$ cat src/rtl/dffd_pkg.sv
// Shared types and constants for the dual-format frame deframer.
package dffd_pkg;

    localparam int unsigned CfgIndexWidth = 3;
    localparam int unsigned CfgDataWidth  = 16;

    localparam logic [CfgIndexWidth-1:0] REG_ACCEPT_MODE  = 3'd0;
    localparam logic [CfgIndexWidth-1:0] REG_MAGIC_FIRST  = 3'd1;
    localparam logic [CfgIndexWidth-1:0] REG_MAGIC_SECOND = 3'd2;
    localparam logic [CfgIndexWidth-1:0] REG_MAX_PAYLOAD  = 3'd3;
    localparam logic [CfgIndexWidth-1:0] REG_LEGACY_MIN   = 3'd4;

    localparam logic [1:0] MODE_BOTH   = 2'd0;
    localparam logic [1:0] MODE_MARKED = 2'd1;
    localparam logic [1:0] MODE_LEGACY = 2'd2;

    localparam logic FMT_MARKED = 1'b0;
    localparam logic FMT_LEGACY = 1'b1;

    localparam logic [1:0]  RST_ACCEPT_MODE  = MODE_BOTH;
    localparam logic [7:0]  RST_MAGIC_FIRST  = 8'hAA;
    localparam logic [7:0]  RST_MAGIC_SECOND = 8'h55;
    localparam logic [15:0] RST_MAX_PAYLOAD  = 16'd1024;
    localparam logic [15:0] RST_LEGACY_MIN   = 16'd1;

    typedef struct packed {
        logic [1:0]  accept_mode;
        logic [7:0]  magic_first;
        logic [7:0]  magic_second;
        logic [15:0] max_payload;
        logic [15:0] legacy_min_payload;
    } cfg_t;

    typedef struct packed {
        logic [7:0]  payload_byte;
        logic        has_byte;
        logic        frame_last;
        logic        frame_format;
        logic [15:0] frame_length;
        logic [15:0] oversized_total;
        logic [31:0] resync_total;
    } result_t;

endpackage

$ cat src/rtl/dffd_cfg.sv
// Configuration register file of the deframer.
module dffd_cfg (
    input  logic                                aclk,
    input  logic                                aresetn,
    input  logic                                cfg_valid,
    output logic                                cfg_ready,
    input  logic [dffd_pkg::CfgIndexWidth-1:0]  cfg_index,
    input  logic [dffd_pkg::CfgDataWidth-1:0]   cfg_data,
    output dffd_pkg::cfg_t                      cfg
);

    dffd_pkg::cfg_t cfg_reg;

    assign cfg_ready = 1'b1;
    assign cfg       = cfg_reg;

    always_ff @(posedge aclk) begin
        if (!aresetn) begin
            cfg_reg.accept_mode        <= dffd_pkg::RST_ACCEPT_MODE;
            cfg_reg.magic_first        <= dffd_pkg::RST_MAGIC_FIRST;
            cfg_reg.magic_second       <= dffd_pkg::RST_MAGIC_SECOND;
            cfg_reg.max_payload        <= dffd_pkg::RST_MAX_PAYLOAD;
            cfg_reg.legacy_min_payload <= dffd_pkg::RST_LEGACY_MIN;
        end else if (cfg_valid) begin
            unique case (cfg_index)
                dffd_pkg::REG_ACCEPT_MODE:  cfg_reg.accept_mode  <= cfg_data[1:0];
                dffd_pkg::REG_MAGIC_FIRST:  cfg_reg.magic_first  <= cfg_data[7:0];
                dffd_pkg::REG_MAGIC_SECOND: cfg_reg.magic_second <= cfg_data[7:0];
                dffd_pkg::REG_MAX_PAYLOAD:  cfg_reg.max_payload  <= cfg_data;
                dffd_pkg::REG_LEGACY_MIN:   cfg_reg.legacy_min_payload <= cfg_data;
                default: begin
                end
            endcase
        end
    end

endmodule

$ cat src/rtl/dffd_hunt.sv
// Header hunt, payload tracking and error counters of the deframer.
module dffd_hunt (
    input  logic                aclk,
    input  logic                aresetn,
    input  dffd_pkg::cfg_t      cfg,
    input  logic                beat_accept,
    input  logic [7:0]          in_byte,
    input  logic                drop_partial,
    output logic                res_valid,
    output dffd_pkg::result_t   res
);

    logic [3:0][7:0] window_reg, window_next;
    logic [1:0]      fill_reg, fill_next;
    logic            in_payload_reg, in_payload_next;
    logic [15:0]     bytes_left_reg, bytes_left_next;
    logic [15:0]     length_reg, length_next;
    logic            format_reg, format_next;
    logic [15:0]     oversized_reg, oversized_next;
    logic [31:0]     resync_reg, resync_next;

    logic [3:0][7:0] win;
    logic [15:0]     marked_len;
    logic [15:0]     legacy_len;
    logic            magic_hit;
    logic            legacy_ok;
    logic            slide;
    logic            take;
    logic [15:0]     left_dec;

    always_comb begin
        win             = window_reg;
        win[fill_reg]   = in_byte;
        marked_len      = {win[3], win[2]};
        legacy_len      = {win[1], win[0]};
        magic_hit       = (cfg.accept_mode != dffd_pkg::MODE_LEGACY) &&
                          (win[0] == cfg.magic_first) && (win[1] == cfg.magic_second);
        legacy_ok       = (win[2] == 8'd0) && (win[3] == 8'd0) &&
                          (legacy_len >= cfg.legacy_min_payload) &&
                          (legacy_len <= cfg.max_payload);
        left_dec        = bytes_left_reg - 16'd1;

        window_next     = window_reg;
        fill_next       = fill_reg;
        in_payload_next = in_payload_reg;
        bytes_left_next = bytes_left_reg;
        length_next     = length_reg;
        format_next     = format_reg;
        oversized_next  = oversized_reg;
        resync_next     = resync_reg;
        slide           = 1'b0;
        take            = 1'b0;
        res_valid       = 1'b0;
        res.payload_byte = 8'd0;
        res.has_byte     = 1'b0;
        res.frame_last   = 1'b1;

        if (drop_partial) begin
            window_next     = '0;
            fill_next       = 2'd0;
            in_payload_next = 1'b0;
            bytes_left_next = 16'd0;
        end else if (in_payload_reg) begin
            bytes_left_next  = left_dec;
            in_payload_next  = (left_dec != 16'd0);
            res_valid        = 1'b1;
            res.payload_byte = in_byte;
            res.has_byte     = 1'b1;
            res.frame_last   = (left_dec == 16'd0);
        end else if (fill_reg != 2'd3) begin
            window_next = win;
            fill_next   = fill_reg + 2'd1;
        end else begin
            if (magic_hit) begin
                if (marked_len > cfg.max_payload) begin
                    slide = 1'b1;
                    if (oversized_reg != 16'hFFFF) begin
                        oversized_next = oversized_reg + 16'd1;
                    end
                end else begin
                    take        = 1'b1;
                    format_next = dffd_pkg::FMT_MARKED;
                    length_next = marked_len;
                end
            end else if (cfg.accept_mode == dffd_pkg::MODE_MARKED || !legacy_ok) begin
                slide = 1'b1;
            end else begin
                take        = 1'b1;
                format_next = dffd_pkg::FMT_LEGACY;
                length_next = legacy_len;
            end

            if (slide) begin
                window_next = {8'd0, win[3], win[2], win[1]};
                fill_next   = 2'd3;
                if (resync_reg != 32'hFFFF_FFFF) begin
                    resync_next = resync_reg + 32'd1;
                end
            end
            if (take) begin
                window_next = '0;
                fill_next   = 2'd0;
                if (length_next == 16'd0) begin
                    res_valid = 1'b1;
                end else begin
                    in_payload_next = 1'b1;
                    bytes_left_next = length_next;
                end
            end
        end

        res.frame_format    = format_next;
        res.frame_length    = length_next;
        res.oversized_total = oversized_next;
        res.resync_total    = resync_next;
    end

    always_ff @(posedge aclk) begin
        if (!aresetn) begin
            window_reg     <= '0;
            fill_reg       <= 2'd0;
            in_payload_reg <= 1'b0;
            bytes_left_reg <= 16'd0;
            length_reg     <= 16'd0;
            format_reg     <= dffd_pkg::FMT_MARKED;
            oversized_reg  <= 16'd0;
            resync_reg     <= 32'd0;
        end else if (beat_accept) begin
            window_reg     <= window_next;
            fill_reg       <= fill_next;
            in_payload_reg <= in_payload_next;
            bytes_left_reg <= bytes_left_next;
            length_reg     <= length_next;
            format_reg     <= format_next;
            oversized_reg  <= oversized_next;
            resync_reg     <= resync_next;
        end
    end

    a_payload_has_bytes: assert property (@(posedge aclk) disable iff (!aresetn)
        in_payload_reg |-> bytes_left_reg != 16'd0)
        else $error("Payload in progress with no bytes left.");

    a_window_empty_in_payload: assert property (@(posedge aclk) disable iff (!aresetn)
        in_payload_reg |-> fill_reg == 2'd0 && window_reg == '0)
        else $error("Header window not empty during payload.");

    a_resync_monotonic: assert property (@(posedge aclk) disable iff (!aresetn)
        $past(aresetn) |-> resync_reg >= $past(resync_reg))
        else $error("Resync counter decreased.");

endmodule

$ cat src/rtl/dffd_obuf.sv
// Output register stage of the deframer.
module dffd_obuf (
    input  logic                aclk,
    input  logic                aresetn,
    input  logic                beat_accept,
    input  logic                res_valid,
    input  dffd_pkg::result_t   res,
    output logic                load_ready,
    output logic                m_tvalid,
    input  logic                m_tready,
    output dffd_pkg::result_t   m_res
);

    logic              valid_reg, valid_next;
    dffd_pkg::result_t res_reg;

    assign load_ready = !valid_reg || m_tready;
    assign m_tvalid   = valid_reg;
    assign m_res      = res_reg;

    always_comb begin
        valid_next = valid_reg;
        if (m_tready) begin
            valid_next = 1'b0;
        end
        if (beat_accept && res_valid) begin
            valid_next = 1'b1;
        end
    end

    always_ff @(posedge aclk) begin
        if (!aresetn) begin
            valid_reg <= 1'b0;
        end else begin
            valid_reg <= valid_next;
        end
    end

    always_ff @(posedge aclk) begin
        if (beat_accept && res_valid) begin
            res_reg <= res;
        end
    end

    a_empty_frame_shape: assert property (@(posedge aclk) disable iff (!aresetn)
        valid_reg && !res_reg.has_byte |->
            res_reg.frame_last && res_reg.frame_length == 16'd0 &&
            res_reg.payload_byte == 8'd0)
        else $error("Empty frame marker with wrong contents.");

endmodule

$ cat src/rtl/dual_format_frame_deframer.sv
// Top level of the dual-format frame deframer.
// The block takes one received byte per input beat on the s_ channel and
// hunts for a four-byte header: either two sync bytes and a little-endian
// length, or a little-endian length followed by two zero bytes.
// Once a header is accepted, each following byte leaves on the m_ channel
// as a payload beat, with m_tlast on the final byte of the frame.
// A header announcing zero length gives one beat with no payload byte.
// Setting s_tuser on an input beat discards the window and any partial frame.
// Each result beat also carries the header format, the announced length
// and the saturating oversized and resync counters.
// Registers are written through the cfg_ channel; the user must write them only while the stream is idle, not enforced.
// An accepted input beat's result beat is registered and appears in the next cycle.
// The block takes one byte per cycle while s_tready is high; the decode is a single registered pass.
// A stalled receiver holds the result register and s_tready drops only
// while that register is full and m_tready is low.
// Reset clears the window, the frame state and the counters and sets the registers to their defaults.
module dual_format_frame_deframer (
    input  logic                                aclk,
    input  logic                                aresetn,
    input  logic                                cfg_valid,
    output logic                                cfg_ready,
    input  logic [dffd_pkg::CfgIndexWidth-1:0]  cfg_index,
    input  logic [dffd_pkg::CfgDataWidth-1:0]   cfg_data,
    input  logic                                s_tvalid,
    output logic                                s_tready,
    input  logic [7:0]                          s_tdata,  // in_byte
    input  logic                                s_tuser,  // drop_partial
    output logic                                m_tvalid,
    input  logic                                m_tready,
    // payload_byte, frame_length, oversized_total, resync_total
    output logic [71:0]                         m_tdata,
    output logic [1:0]                          m_tuser,  // has_byte, frame_format
    output logic                                m_tlast
);

    dffd_pkg::cfg_t    cfg;
    dffd_pkg::result_t res;
    dffd_pkg::result_t m_res;
    logic              res_valid;
    logic              beat_accept;
    logic              load_ready;

    assign s_tready    = load_ready;
    assign beat_accept = s_tvalid && load_ready;

    dffd_cfg u_cfg (
        .aclk      (aclk),
        .aresetn   (aresetn),
        .cfg_valid (cfg_valid),
        .cfg_ready (cfg_ready),
        .cfg_index (cfg_index),
        .cfg_data  (cfg_data),
        .cfg       (cfg)
    );

    dffd_hunt u_hunt (
        .aclk         (aclk),
        .aresetn      (aresetn),
        .cfg          (cfg),
        .beat_accept  (beat_accept),
        .in_byte      (s_tdata),
        .drop_partial (s_tuser),
        .res_valid    (res_valid),
        .res          (res)
    );

    dffd_obuf u_obuf (
        .aclk        (aclk),
        .aresetn     (aresetn),
        .beat_accept (beat_accept),
        .res_valid   (res_valid),
        .res         (res),
        .load_ready  (load_ready),
        .m_tvalid    (m_tvalid),
        .m_tready    (m_tready),
        .m_res       (m_res)
    );

    assign m_tdata = {m_res.resync_total, m_res.oversized_total,
                      m_res.frame_length, m_res.payload_byte};
    assign m_tuser = {m_res.frame_format, m_res.has_byte};
    assign m_tlast = m_res.frame_last;

endmodule
$ cat config.mk
export PLATFORM = sky130hd
export DESIGN_NAME = dual_format_frame_deframer
export DESIGN_NICKNAME = d
export VERILOG_FILES = /design/src/rtl/dffd_pkg.sv /design/src/rtl/dffd_cfg.sv /design/src/rtl/dffd_hunt.sv /design/src/rtl/dffd_obuf.sv /design/src/rtl/dual_format_frame_deframer.sv
export SDC_FILE = /design/constraint.sdc
export NUM_CORES = 1
export LEC_CHECK = 0
export ABC_AREA = 1
export BUFFER_PORTS_ARGS = -buffer_cell sky130_fd_sc_hd__buf_2
export CAP_MARGIN = 25
export CORE_MARGIN = 2
export CORE_UTILIZATION = 62
export CTS_BUF_LIST = sky130_fd_sc_hd__clkbuf_4
export CTS_CLUSTER_DIAMETER = 100
export CTS_CLUSTER_SIZE = 14
export DETAILED_ROUTE_END_ITERATION = 10
export HOLD_SLACK_MARGIN = 0.15
export MAX_ROUTING_LAYER = met4
export PLACE_DENSITY = 0.81
export SETUP_SLACK_MARGIN = 0.02
export SYNTH_ARGS = -nofsm -noshare
export SYNTH_HDL_FRONTEND = slang
export SYNTH_SLANG_ARGS = --single-unit
$ cat constraint.sdc
create_clock -name aclk -period 5.8 [get_ports aclk]
set_input_delay 0 -clock aclk [delete_from_list [all_inputs] [get_ports aclk]]
set_output_delay 0 -clock aclk [all_outputs]
set_load 0.01 [all_outputs]
# Word-level counts from Yosys, hierarchy flattened
# Index checks and enable logic that the tools add are counted.
# word_totals
regBits	242
inputBits	33
output_inout_bits	78
elab_cells	146
# op_classes
bitwise	1
muxes	69
eq_ne	14
n_addsub	4
n_reduce_logical	29
magnitude_cmp	5
# op_table
cell	n
2-to-1 mux 16 bit	20
2-to-1 mux 32 bit	10
adder 32 x 1 -> 32 bit (second input constant)	1
bitwise mux 32 bit	1
logical NOT 16 bit	2
!= test 32 bit (second input constant)	1
2-to-1 mux 1 bit	30
adder 16 x 1 -> 16 bit (second input constant)	1
demux 8 bit (select 2 bit)	1
== test 8 bit	2
>= comparator 16 bit	1
greater-than comparator 16 bit	1
less-or-equal comparator 16 bit	1
logical NOT 8 bit	2
!= test 16 bit (second input constant)	1
nonzero test 16 bit	1
subtractor 16 x 1 -> 16 bit (second input constant)	1
2-to-1 mux 2 bit	6
AND reduction 2 bit	5
logical AND 1 bit	8
2-to-1 mux 8 bit	1
== test 3 x 2 -> 1 bit (second input constant)	2
!= test 2 bit (second input constant)	3
!= test 3 x 2 -> 1 bit (second input constant)	2
other kinds (16)	18

# Depth between registers and ports, before layout
# logic_depth
word_depth	24
depth_mapped	31
depth_no_buf	30

# Cells and area by module
# Synthesis repeated with hierarchy kept, for this count alone.
# hier_totals
cells_unflattened	1937
hier_area_um2	13850.8
# modules_own_cells
mod	seq_area_each_um2	cells_per_inst	instances	area_per_inst_um2
dffd_hunt	2322.2	1560	1	9471.6
dffd_obuf	2272.2	82	1	2302.2
dffd_cfg	1001.0	293	1	2069.5
dual_format_frame_deframer	0.0	2	1	7.5

# Worst setup path before layout
# OpenSTA, ideal clock, no wires.
# synth_path
path_type	register to register
from	reg u_hunt.fill_reg[0]
to	reg u_obuf.res_reg (netlist bit u_obuf.m_res[0]), enable pin
required_time_ps	5371
synth_period_minus_slack_ps	4897
setup_ps	429
stages_incl_launch_ff	28
n_path_buf	2
slack_ps	903
arrival_ps	4468
path_cell_list	dfxtp_1 -> inv_1 -> ha_1 -> buf_6 -> nand2_1 -> o21a_1 -> inv_1 -> ha_1 -> nand2_1 -> inv_1 -> nand2_1 -> nand2_1 -> nand2_1 -> nand2_1 -> nand2_1 -> nand2_1 -> nand2_1 -> clkbuf_1 -> nand2_1 -> o211ai_1 -> nand2_2 -> nor2_1 -> nand2_1 -> nor2_1 -> nand2_2 -> o21ai_0 -> nand2_1 -> inv_1
# synth_between
elab_chain_len	23
elab_cells_between_ends	40
classes_between	order compare: 5; eq/ne: 3; mux: 20; reduce/logical: 12
# synth_rtl
item	line_no	text
start, declared	dffd_hunt.sv:14	logic [1:0] fill_reg, fill_next;
start signal, assigned	dffd_hunt.sv:130	fill_reg <= fill_next;
parallel branches: the longest is 19 deep, another holds >= comparator 16 bit	--	
2-to-1 mux 1 bit *	dffd_hunt.sv:70	end else if (fill_reg != 2'd3) begin
2-to-1 mux 1 bit *	dffd_hunt.sv:63	end else if (in_payload_reg) begin
2-to-1 mux 1 bit *	dffd_hunt.sv:58	if (drop_partial) begin
logical AND 1 bit *	dffd_obuf.sv:40	if (beat_accept && res_valid) begin
end signal, assigned	dffd_obuf.sv:41	res_reg <= res;
end, declared	dffd_obuf.sv:15	dffd_pkg::result_t res_reg;
# Mark *: on every way between the ends. The select of a mux whose other input is x is not followed.
# A chain may end at the register's enable or synchronous reset.

# Worst setup path after layout
# layout_path
from	reg u_hunt.fill_reg[0]
to	reg u_obuf.res_reg (netlist bit u_obuf.m_res[20]), enable pin
# Same word-level chain as after synthesis.

==> metrics.md <==
| Metric | Value |
|---|---|
| Placed insts | `2095` |
| Fin nets | `1998` |
| GPL Wtd Cong | `0.996` |
| Non-Filler Instances | `2196` |
| Max transition margin | `28.8%` |
| Critical Path AT | `5480 ps` |
| Slew @ Worst Pin | `1070 ps` |
| Clock sinks | `242` |
| # resized after CTS | `0` |
| First-pass GRT wire length | `59.4 mm` |
| Switching share of total power | `31.8%` |
| Initial Util | `63.3%` |
| Crit end category | `flop` |
| Outcome | `finished clean` |
| Antenna Nets Post-Route | `0` |
| Area of the multi-input gates | `6340 sq um` |
| Initial antenna violation count | `1` |
| Pwr per Cell Area | `225 nW/um^2` |
| Final period utilization | `88.3%` |
| CP Launch Type | `flop` |
| Max-cap violations | `0` |
| Fillers | `1659` |
| Fmax | `195 MHz` |
| Share of the synthesized area in the top cell type | `25.1%` |
| Fin util | `71.0%` |
| Setup TNS | `0 ps` |
| WP data required | `6160 ps` |
| CTS tree | `built` |
| Sw Pwr | `1.07 mW` |
| Syn Nets | `1851` |
| CP Class | `flop to flop` |
| Inserted Clock Buffers | `21` |
| I/O Buffers | `109` |
| Core ar. | `21000 sq um` |
| Synth-to-Final Area Change | `12.3%` |
| Post-synthesis sequential area ratio | `42.1%` |
| YS warnings | `0` |
| Initial DRC Count | `1090` |
| DP HPWL | `25.3 mm` |
| Layout cells sized above 1 | `13.3%` |
| Wire per inst | `16.8 um` |
| Internal | `2.29 mW` |
| Cell Area, Placed | `14000 sq um` |
| Period minus WS final | `5120 ps` |
| Static leakage | `6.80 nW` |
| Final slew viol count | `0` |
| Top post-synthesis cells by area | `dfxtp_1 (25%), edfxtp_1 (17%), nand2_1 (10%)` |
| Worst VDD drop | `0.000182 V` |
| Vias in the first global route | `11.7k` |
| HP Class | `input port to flop` |
| H-tree levels | `1` |
| DRT Pass-1 Iters | `5` |
| Comb pwr share | `21.1%` |
| FP Rows | `53` |
| FF/Latch Area | `5600 sq um` |
| Die Wd | `150 um` |
| Fin. Hold Viols | `0` |
| Post-Syn Area | `13300 sq um` |
| Power, Total | `3.36 mW` |
| Synth Register Bits | `242` |
| Design area | `14900 sq um` |
| CTS Root Cell | `clkbuf_4` |
| Largest net degree at the start of global routing | `92` |
| Pre-CTS setup slack | `749 ps` |
| Gate Count Post-Synth | `1762` |
| Die ar. | `22600 sq um` |
| Vias | `12.4k` |
| Final wirelength | `37.0 mm` |
| Total GRT Usage | `34.0%` |
| Vias per Instance | `5.64` |
| Postcts setup bufs | `0` |
| Crit-path max FO | `27` |
| Clock Path Buffers | `3` |
| Max reg flops | `75` |
| Final hold slack | `169 ps` |
| Setup ws final | `676 ps` |
| Ports | `111` |
| Final Skew | `56.9 ps` |
| RSZ-0062 raised after global routing | `false` |
| Avg Cell Area, Syn | `7.55 sq um` |
| GRT overflow | `0` |
| Sequential Power Share | `54.6%` |
| Yosys top cell by area | `dfxtp_1` |
| DIE HEIGHT | `150 um` |
| Clock power share | `24.2%` |
| Worst skew pair latency | `710 ps` |
| Distinct cells, synth | `48` |
| Remaining DRCs | `0` |
| Final setup vio count | `0` |
| Clock slew at reported path FFs | `150 ps` |
worst paths after layout:
check	startpoint	end	slack, ps	depth (start not counted)
max reg2reg	u_hunt.fill_reg[0]	u_obuf.m_res[20]	680	24
min	cfg_data[13]	u_cfg.cfg[29]	170	4
min reg2reg	u_hunt.window_reg[24]	u_hunt.window_reg[24]	450	2
max	u_hunt.fill_reg[0]	u_obuf.m_res[20]	680	24
metal layers:
metal | vias up | part of all wire, % | GRT usage (%)
met5 | - | 0 | -
met1 | 5688 | 42 | 44.8
met2 | 549 | 45 | 51.7
met3 | 136 | 8.5 | 5.30
li1 | 6008 | - | -
met4 | 0 | 4.7 | 15.2
Yosys cell counts, drive strengths merged:
master / count
and2: 1
ha: 56
nand4: 21
o21a: 5
xnor2: 8
conb: 1
inv: 269
a21o: 1
o211ai: 23
nor3: 24
a21oi: 159
a22oi: 7
dfxtp: 167
a31oi: 1
o31ai: 2
o22ai: 8
clkinv: 2
xor2: 48
nand2: 380
edfxtp: 75
clkbuf: 46
a211oi: 2
nand3: 90
nand3b: 2
nor2: 164
o21bai: 2
a21boi: 1
mux2i: 1
nor4: 5
o21ai: 166
buf: 25
placed cells by master, fill, tap and decap left out, drive strengths merged, types with 3 or more instances in the layout:
master       synthesis  routed
clkbuf              46      33
o211ai              23      23
xor2                48      48
dlygate4sd3          0      66
nand3               90      90
nor3                24      24
buf                 25     129
nor4                 5       5
ha                  56      56
a21oi              159     159
o21ai              166     166
edfxtp              75      75
inv                269     269
dfxtp              167     167
clkinv               2       3
o22ai                8       8
xnor2                8       8
nand4               21      21
o21a                 5       5
a22oi                7       7
nor2               164     164
nand2              380     380
critical path, stage by stage (launching register included):
cell	delay, ps
dfxtp_1	410
inv_1	90
ha_1	440
o21ai_1	710
ha_1	280
o21bai_1	80
nand2_1	60
nand2_1	40
nand2_1	50
nand2_1	50
nand2_1	50
nand2_1	40
nand2_1	440
buf_4	320
nand2_1	70
o211ai_1	90
nand2_1	140
nor2_1	110
nand2_1	90
nor2_2	120
nand2_2	70
o21ai_0	160
nand2_1	110
clkinv_2	360
buf_4	360
power groups by stage:
| stage | sequential [mW] | combinational (mW) | clock, mW |
|---|---|---|---|
| final | 1.84 | 0.710 | 0.816 |
| after detailed placement | 1.87 | 0.658 | 0 |
| after floorplan | 1.86 | 0.497 | 0 |
| after CTS | 1.84 | 0.689 | 0.825 |
| after global placement | 1.87 | 0.642 | 0 |
| after global routing | 1.85 | 0.790 | 0.879 |
kinds of logic (layout without fill, tap and decap cells):
| family | after synthesis | after routing | share of synthesized area [%] |
|---|---|---|---|
| other | 1 | 2 | 0.0282 |
| AO/OA/AOI/OAI | 377 | 377 | 15.8 |
| AND/OR/NAND/NOR | 687 | 687 | 22.8 |
| multiplexers | 1 | 1 | 0.0753 |
| flip-flops | 242 | 242 | 42.1 |
| buffers and inverters | 342 | 500 | 10.3 |
| adder cells (fa/ha/maj) | 56 | 56 | 5.27 |
| XOR/XNOR | 56 | 56 | 3.69 |
what timing repair did:
| action | in CTS | in global routing |
|---|---|---|
| endpoints found under the hold margin | 136 | 0 |
| setup endpoints to repair | 0 | 0 |
| hold buffers | 66 | 0 |
final cells by class:
cell class / instances / share of cell area, %
Inverter: 271 / 6.85
Clock inverter: 1 / 0.0754
Sequential cell: 242 / 37.5
Multi-Input combinational cell: 1178 / 42.5
Timing Repair Buffer: 195 / 9.17
Antenna cell: 1 / 0.0168
Clock buffer: 33 / 1.66
Tap cell: 275 / 2.30
Power figures use the tool's default switching activity.
